### config.mk
export PLATFORM = sky130hd
export DESIGN_NAME = address_range_table
export DESIGN_NICKNAME = d
export VERILOG_FILES = /design/src/sv/art_pkg.sv /design/src/sv/art_front.sv /design/src/sv/art_queue.sv /design/src/sv/art_engine.sv /design/src/sv/address_range_table.sv
export SDC_FILE = /design/constraint.sdc
export NUM_CORES = 1
export LEC_CHECK = 0
export BUFFER_PORTS_ARGS = -buffer_cell sky130_fd_sc_hd__buf_2
export CORE_ASPECT_RATIO = 1.2
export CORE_MARGIN = 1
export CORE_UTILIZATION = 50
export DETAILED_ROUTE_END_ITERATION = 7
export PLACE_DENSITY = 0.67
export SYNTH_ARGS = -nofsm -noshare
export SYNTH_HDL_FRONTEND = slang
export SYNTH_HIERARCHICAL = 1
export SYNTH_SLANG_ARGS = --single-unit
### constraint.sdc
create_clock -name clk -period 24.9 [get_ports clk]
set_input_delay 3.735 -clock clk [delete_from_list [all_inputs] [get_ports clk]]
set_output_delay 3.735 -clock clk [all_outputs]
set_load 0.02 [all_outputs]
### src/sv/art_pkg.sv
// Shared types and constants for the address range table.
package art_pkg;

  localparam int ADDR_W      = 32;
  localparam int ENTRIES_DEF = 8;

  typedef enum logic [1:0] {
    OP_PURGE_ALL     = 2'd0,
    OP_PURGE_ONE     = 2'd1,
    OP_PURGE_INSTALL = 2'd2,
    OP_INSTALL       = 2'd3
  } op_t;

  typedef enum logic [1:0] {
    ST_OK        = 2'd0,
    ST_NOT_FOUND = 2'd1,
    ST_FULL      = 2'd2
  } status_t;

  typedef enum logic [2:0] {
    S_IDLE,
    S_SCAN,
    S_CMP,
    S_SHIFT,
    S_SHIFT_WR
  } eng_state_t;

  // Classified request as it travels from the front to the engine
  typedef struct packed {
    op_t               op;
    logic [ADDR_W-1:0] start_addr;
    logic [ADDR_W-1:0] end_addr;
    logic              pair_zero;
  } cmd_t;

endpackage

### src/sv/art_front.sv
// Front stage: accept request items, classify them and hold them for the queue.
module art_front import art_pkg::*; (
  input  logic              clk,
  input  logic              rst,
  input  logic              push,
  output logic              full,
  input  logic [1:0]        operation,
  input  logic [ADDR_W-1:0] start_address,
  input  logic [ADDR_W-1:0] end_address,
  output cmd_t              cmd,
  output logic              cmd_valid,
  input  logic              cmd_ready
);

  logic hold_valid;
  logic take;

  assign full      = hold_valid && !cmd_ready;
  assign take      = push && !full;
  assign cmd_valid = hold_valid;

  // Track the holding register
  always_ff @(posedge clk) begin
    if (rst) begin
      hold_valid <= 1'b0;
    end else if (take) begin
      hold_valid <= 1'b1;
    end else if (cmd_ready) begin
      hold_valid <= 1'b0;
    end
  end

  // Classify the item on the way in
  always_ff @(posedge clk) begin
    if (take) begin
      cmd.op         <= op_t'(operation);
      cmd.start_addr <= start_address;
      cmd.end_addr   <= end_address;
      cmd.pair_zero  <= (start_address == '0) && (end_address == '0);
    end
  end

endmodule

### src/sv/art_queue.sv
// Two-entry queue of classified requests between front and engine.
module art_queue import art_pkg::*; (
  input  logic clk,
  input  logic rst,
  input  cmd_t in_cmd,
  input  logic in_valid,
  output logic in_ready,
  output cmd_t out_cmd,
  output logic out_valid,
  input  logic out_take
);

  cmd_t       slots [0:1];
  logic       wr_ptr;
  logic       rd_ptr;
  logic [1:0] fill;
  logic       wr_en;
  logic       rd_en;

  assign in_ready  = (fill != 2'd2);
  assign out_valid = (fill != 2'd0);
  assign wr_en     = in_valid && in_ready;
  assign rd_en     = out_take && out_valid;
  assign out_cmd   = slots[rd_ptr];

  // Advance pointers and fill level
  always_ff @(posedge clk) begin
    if (rst) begin
      wr_ptr <= 1'b0;
      rd_ptr <= 1'b0;
      fill   <= 2'd0;
    end else begin
      if (wr_en) begin
        wr_ptr <= ~wr_ptr;
      end
      if (rd_en) begin
        rd_ptr <= ~rd_ptr;
      end
      if (wr_en && !rd_en) begin
        fill <= fill + 2'd1;
      end else if (rd_en && !wr_en) begin
        fill <= fill - 2'd1;
      end
    end
  end

  // Store the incoming item
  always_ff @(posedge clk) begin
    if (wr_en) begin
      slots[wr_ptr] <= in_cmd;
    end
  end

endmodule

### src/sv/art_engine.sv
// Engine: packed range table in a memory, slot walk, shift on removal, result item.
module art_engine import art_pkg::*; #(
  parameter int ENTRIES = ENTRIES_DEF,
  localparam int CNT_W  = $clog2(ENTRIES + 1),
  localparam int IDX_W  = (ENTRIES > 1) ? $clog2(ENTRIES) : 1
) (
  input  logic             clk,
  input  logic             rst,
  input  cmd_t             cmd,
  input  logic             cmd_valid,
  output logic             cmd_take,
  output logic             res_valid,
  output status_t          res_status,
  input  logic             res_take,
  output logic [CNT_W-1:0] fill_count
);

  localparam logic [CNT_W-1:0] CNT_MAX = CNT_W'(ENTRIES);

  // Table memory: entries at or above the fill count are don't-care
  logic [2*ADDR_W-1:0] mem [0:ENTRIES-1];
  logic [2*ADDR_W-1:0] rdata;
  logic [IDX_W-1:0]    raddr;
  logic [IDX_W-1:0]    waddr;
  logic [2*ADDR_W-1:0] wdata;
  logic                we;

  eng_state_t       state, state_next;
  logic [CNT_W-1:0] count, count_next;
  logic [CNT_W-1:0] idx, idx_next;
  logic [CNT_W-1:0] idx_inc;
  cmd_t             cur, cur_next;
  logic             res_set;
  status_t          res_code;
  logic             match;

  assign fill_count = count;
  assign idx_inc    = idx + CNT_W'(1);
  assign match      = (rdata == {cur.start_addr, cur.end_addr});

  // Memory port: one write, one registered read
  always_ff @(posedge clk) begin
    if (we) begin
      mem[waddr] <= wdata;
    end
    rdata <= mem[raddr];
  end

  // Hold state, count, walk index and the current request
  always_ff @(posedge clk) begin
    if (rst) begin
      state <= S_IDLE;
      count <= '0;
      idx   <= '0;
    end else begin
      state <= state_next;
      count <= count_next;
      idx   <= idx_next;
    end
  end

  always_ff @(posedge clk) begin
    cur <= cur_next;
  end

  // Hold the result item until it is taken
  always_ff @(posedge clk) begin
    if (rst) begin
      res_valid <= 1'b0;
    end else if (res_set) begin
      res_valid <= 1'b1;
    end else if (res_take) begin
      res_valid <= 1'b0;
    end
  end

  always_ff @(posedge clk) begin
    if (res_set) begin
      res_status <= res_code;
    end
  end

  // Sequence the walk over the slots
  always_comb begin
    state_next = state;
    count_next = count;
    idx_next   = idx;
    cur_next   = cur;
    cmd_take   = 1'b0;
    res_set    = 1'b0;
    res_code   = ST_OK;
    we         = 1'b0;
    waddr      = idx[IDX_W-1:0];
    wdata      = {cur.start_addr, cur.end_addr};
    raddr      = idx[IDX_W-1:0];
    case (state)
      S_IDLE: begin
        if (cmd_valid && !res_valid) begin
          cmd_take = 1'b1;
          cur_next = cmd;
          idx_next = '0;
          case (cmd.op)
            OP_PURGE_ALL: begin
              count_next = '0;
              res_set    = 1'b1;
            end
            OP_PURGE_INSTALL: begin
              // Cleared table: slot zero takes the pair unless it is empty
              we         = !cmd.pair_zero;
              waddr      = '0;
              wdata      = {cmd.start_addr, cmd.end_addr};
              count_next = cmd.pair_zero ? '0 : CNT_W'(1);
              res_set    = 1'b1;
            end
            default: begin
              state_next = S_SCAN;
            end
          endcase
        end
      end
      S_SCAN: begin
        if (idx == count) begin
          // Past the occupied slots: the first empty slot, if any, is here
          res_set    = 1'b1;
          state_next = S_IDLE;
          if (cur.op == OP_INSTALL) begin
            if (count == CNT_MAX) begin
              res_code = ST_FULL;
            end else if (!cur.pair_zero) begin
              we         = 1'b1;
              count_next = count + CNT_W'(1);
            end
          end else if ((count == CNT_MAX) || !cur.pair_zero) begin
            res_code = ST_NOT_FOUND;
          end
        end else begin
          state_next = S_CMP;
        end
      end
      S_CMP: begin
        if (match) begin
          if (cur.op == OP_INSTALL) begin
            res_set    = 1'b1;
            state_next = S_IDLE;
          end else begin
            state_next = S_SHIFT;
          end
        end else begin
          idx_next   = idx_inc;
          state_next = S_SCAN;
        end
      end
      S_SHIFT: begin
        raddr = idx_inc[IDX_W-1:0];
        if (idx_inc == count) begin
          count_next = count - CNT_W'(1);
          res_set    = 1'b1;
          state_next = S_IDLE;
        end else begin
          state_next = S_SHIFT_WR;
        end
      end
      S_SHIFT_WR: begin
        // Move the later slot down by one
        we         = 1'b1;
        wdata      = rdata;
        idx_next   = idx_inc;
        state_next = S_SHIFT;
      end
      default: begin
        state_next = S_IDLE;
      end
    endcase
  end

endmodule

### src/sv/address_range_table.sv
// Purge all and purge-and-install complete as the engine takes the item; install and purge one
// walk the occupied slots (scan, compare), install stops where it finds its pair, and purge one
// then shifts the later slots down. The engine takes the next queued item the cycle after the
// result is popped, so it works on one item at a time;
// front and queue hold up to three more items meanwhile.
// Reset: synchronous; empties front, queue and result, sets the fill count to zero.
module address_range_table import art_pkg::*; #(
  parameter int ENTRIES = ENTRIES_DEF
) (
  input  logic              clk,
  input  logic              rst,
  input  logic              push,
  output logic              full,
  input  logic [1:0]        operation,
  input  logic [ADDR_W-1:0] start_address,
  input  logic [ADDR_W-1:0] end_address,
  output logic              empty,
  input  logic              pop,
  output logic [1:0]        status
);

  localparam int CNT_W = $clog2(ENTRIES + 1);
  localparam logic [CNT_W-1:0] CNT_MAX = CNT_W'(ENTRIES);

  cmd_t             front_cmd;
  cmd_t             q_cmd;
  logic             front_valid;
  logic             front_ready;
  logic             q_valid;
  logic             q_take;
  logic             res_valid;
  status_t          res_status;
  logic [CNT_W-1:0] fill_count;

  art_front u_front (
    .clk           (clk),
    .rst           (rst),
    .push          (push),
    .full          (full),
    .operation     (operation),
    .start_address (start_address),
    .end_address   (end_address),
    .cmd           (front_cmd),
    .cmd_valid     (front_valid),
    .cmd_ready     (front_ready)
  );

  art_queue u_queue (
    .clk       (clk),
    .rst       (rst),
    .in_cmd    (front_cmd),
    .in_valid  (front_valid),
    .in_ready  (front_ready),
    .out_cmd   (q_cmd),
    .out_valid (q_valid),
    .out_take  (q_take)
  );

  art_engine #(
    .ENTRIES (ENTRIES)
  ) u_engine (
    .clk        (clk),
    .rst        (rst),
    .cmd        (q_cmd),
    .cmd_valid  (q_valid),
    .cmd_take   (q_take),
    .res_valid  (res_valid),
    .res_status (res_status),
    .res_take   (pop && res_valid),
    .fill_count (fill_count)
  );

  assign empty  = !res_valid;
  assign status = res_status;

  // Fill count never exceeds the table size
  a_count_bound: assert property (@(posedge clk) disable iff (rst)
    fill_count <= CNT_MAX)
    else $error("fill count beyond table size");

  // A table-full result implies every slot is occupied
  a_full_count: assert property (@(posedge clk) disable iff (rst)
    (!empty && status == ST_FULL) |-> fill_count == CNT_MAX)
    else $error("table full reported with free slots");

  // Reset empties the table and the result
  a_reset_clear: assert property (@(posedge clk)
    rst |=> (fill_count == '0 && empty))
    else $error("reset did not clear table or result");

endmodule
==> results.cfg <==
[layout]
nNetsFinal = 1843
fill_cells = 4789
multi_input_area_mm2 = 0.00761
layout-drive-gt1-share_pct = 27.4
final_area_mm2 = 0.0369
final_cell_mix = edfxtp_1 (782), mux2_2 (131), mux4_2 (128)
finalNonFillerCells = 2661
area_growth_pct = 11.6
regArea_mm2 = 0.0251
n_antenna_cell = 0
final_util_pct = 56.9
layout_commonest_cell = edfxtp_1

[synth]
synth_nets = 1739
syn_inst = 1664
ys_seq_area_share_pct = 75.9
ys_warn_count = 6
ys_types = 56
synth_edf_count = 782
synthFlopType = edfxtp_1
async_flop_share_pct = 0
synth_seq_cells = 864
avgSynthCellArea_um2 = 19.9
syn_area_mm2 = 0.0331

[clock_tree]
numCtsBuffers = 83
root_buffer = clkbuf_16
cts_setup_buffers = 0
htree_num_levels = 3
clock_sinks = 864
cts_tree = done
cts_resized = 0
insertion_delay_ns = 0.63
ctsHoldBuffers = 0
path_clk_slew_ns = 0.06
clockBufferDepth = 3

[die]
row_count = 102
die_w_um = 237
die_area_mm2 = 0.0672
chipHeight_um = 284
coreArea_mm2 = 0.0650
initial_core_util_pct = 50.9
ioPinCount = 74

[sta]
fmax_ghz = 0.183
tns_ns = 0
worstMarginPinSlew_ns = 1.28
worst_slack_ns = 19.44
final_hold_viol_count = 0
whs_ns = 0.446
slew-limit-headroom_pct = 14.0
fin_skew_ns = 0.0295
final_max_slew_viol_count = 0
post-route-period-util_pct = 21.9
grt_setup_unrepaired = false
setup_violations = 0
period_minus_slack_ns = 5.46

[power]
irDropWorstVdd_mv = 0.0737
power.leakage_nw = 12.0
power.density_mw_per_mm2 = 103
total_power_mw = 3.81

[status]
status = complete, no violations

[global_route]
grt_pass1_wl_um = 111000
grt_max_degree = 118
grt_pass1_vias = 17300
overflow = 0
antenna_found_initial = 1
grtUsageTotal_pct = 22.6

[drt]
wire_per_inst_um = 27.9
via_per_inst = 6.16
drc = 0
wl_um = 74300
dr_total_vias = 16400
drtAntennaViolNets = 0
dr.pass1.iters = 7
drt-initial-drc-count = 1662

[place]
gp_congestion = 0.770
place_area_mm2 = 0.0344
dp_hpwl_um = 39800
preCtsSetupSlack_ns = 19.34
port_buffers = 73
place_inst = 2515

[worst_setup_path]
critPathRequiredTime_ns = 21.16
worstReg2RegEnd = u_engine/mem[7][40]$_DFFE_PP_
r2r-start = u_engine/state[2]$_SDFFE_PP0P_
worstSetupEndpointType = primary output
crit_type = reg2out
cp-start-kind = flip-flop
rrSetupSlack_ns = 20.15
crit_fanout = 5
r2r_cells = 9
critical_path_arrival_ns = 1.72

[worst_hold_path]
worstHoldPathCells = 0
hold_path_class = reg2reg
min_from = u_front/cmd[36]$_DFFE_PP_
hold_end = u_queue/slots[0][36]$_DFFE_PP_

[run]
maxCapViolCount = 0
==> cell usage after synthesis, drive strengths merged, types with 2 or more instances <==
| library cell | number | area (µm²) |
|---|---|---|
| or2 | 3 | 18.8 |
| or4 | 2 | 15.0 |
| dfxtp | 82 | 1640 |
| and2 | 3 | 18.8 |
| a21oi | 18 | 90.1 |
| mux2 | 131 | 1480 |
| buf | 47 | 334 |
| nor3 | 11 | 55.1 |
| nor2 | 16 | 60.1 |
| nand2b | 10 | 62.6 |
| a31oi | 4 | 25.0 |
| a211oi | 3 | 22.5 |
| edfxtp | 782 | 23500 |
| nand2 | 13 | 51.3 |
| nand3b | 3 | 22.5 |
| o21ai | 71 | 355 |
| a41oi | 2 | 17.5 |
| mux4 | 128 | 2880 |
| o22ai | 2 | 12.5 |
| nand3 | 7 | 35.0 |
| nor4 | 34 | 225 |
| and3 | 2 | 12.5 |
| clkbuf | 38 | 143 |
| inv | 6 | 22.5 |
| ha | 4 | 50.1 |
| a22oi | 126 | 946 |
| nand4 | 10 | 62.6 |
| or3 | 4 | 25.0 |
| xor2 | 73 | 647 |
| nor2b | 7 | 51.3 |
| xnor2 | 5 | 43.8 |
==> logic make-up (layout without fill, tap and decap cells) <==
family | count (synthesis) | count (layout) | synth area share (%)
fa+ha+maj | 5 | 5 | 0.212
buf+inv | 91 | 256 | 1.51
simple gates | 129 | 129 | 2.27
compound gates | 236 | 236 | 4.72
mux | 260 | 260 | 13.2
flops | 864 | 864 | 75.9
xor+xnor | 79 | 79 | 2.16
==> flip-flops by register name, indices dropped and copies added, names as in the netlist, 2 cells and up, named ones only <==
name / count
u_engine/mem: 512
u_queue/slots: 134
u_engine/cur: 67
u_front/cmd: 67
u_engine/rdata: 64
u_engine/fill_count: 4
u_engine/idx: 4
u_engine/state: 3
u_engine/res_status: 2
u_queue/fill: 2
==> worst max path at each step <==
| stage | start | end | slack, ns | cells past startpoint |
|---|---|---|---|---|
| 3_3_place_gp | start_address[25] | u_front/cmd[0]$_DFFE_PP_ | 19.40 | 4 |
| 4_1_cts | u_queue/fill[0]$_SDFFE_PP0P_ | full | 19.41 | 3 |
| 2_1_floorplan | u_engine/state[0]$_SDFFE_PP0P_ | u_engine/mem[1][0]$_DFFE_PP_ | 11.83 | 7 |
| 6_report | u_queue/fill[0]$_SDFFE_PP0P_ | full | 19.44 | 3 |
| 5_1_grt | u_queue/fill[0]$_SDFFE_PP0P_ | full | 19.32 | 3 |
| 3_5_place_dp | start_address[25] | u_front/cmd[0]$_DFFE_PP_ | 19.34 | 4 |
==> routing by layer <==
metal / part of all wire, % / routed length [µm] / up-vias / global-route usage (%)
li1: - / - / 7046 / -
met2: 48 / 36000 / 644 / 36.2
met3: 7.6 / 5610 / 131 / 3.97
met1: 41 / 30400 / 8567 / 31.4
met5: 0.018 / 13 / - / 0
met4: 3.0 / 2230 / 2 / 8.28
==> power breakdown <==
part / switching (mW) / internal (mW)
Clock: 0.514 / 0.672
Sequential: 0.0843 / 1.93
Combinational: 0.441 / 0.177
==> critical path, stage by stage (launching register included) <==
cell	delay, ns
dfxtp_1	0.35
nand2b_1	0.22
nor2b_1	0.29
buf_2	0.23
==> layout make-up <==
class	instances	area share, %
Multi-Input combinational cell	709	20.6
Timing Repair Buffer	104	1.65
Clock inverter	27	0.576
Inverter	6	0.0610
Tap cell	832	2.82
Sequential cell	864	68.0
Clock buffer	119	6.23
No activity file was read; power rests on OpenSTA's default activity.
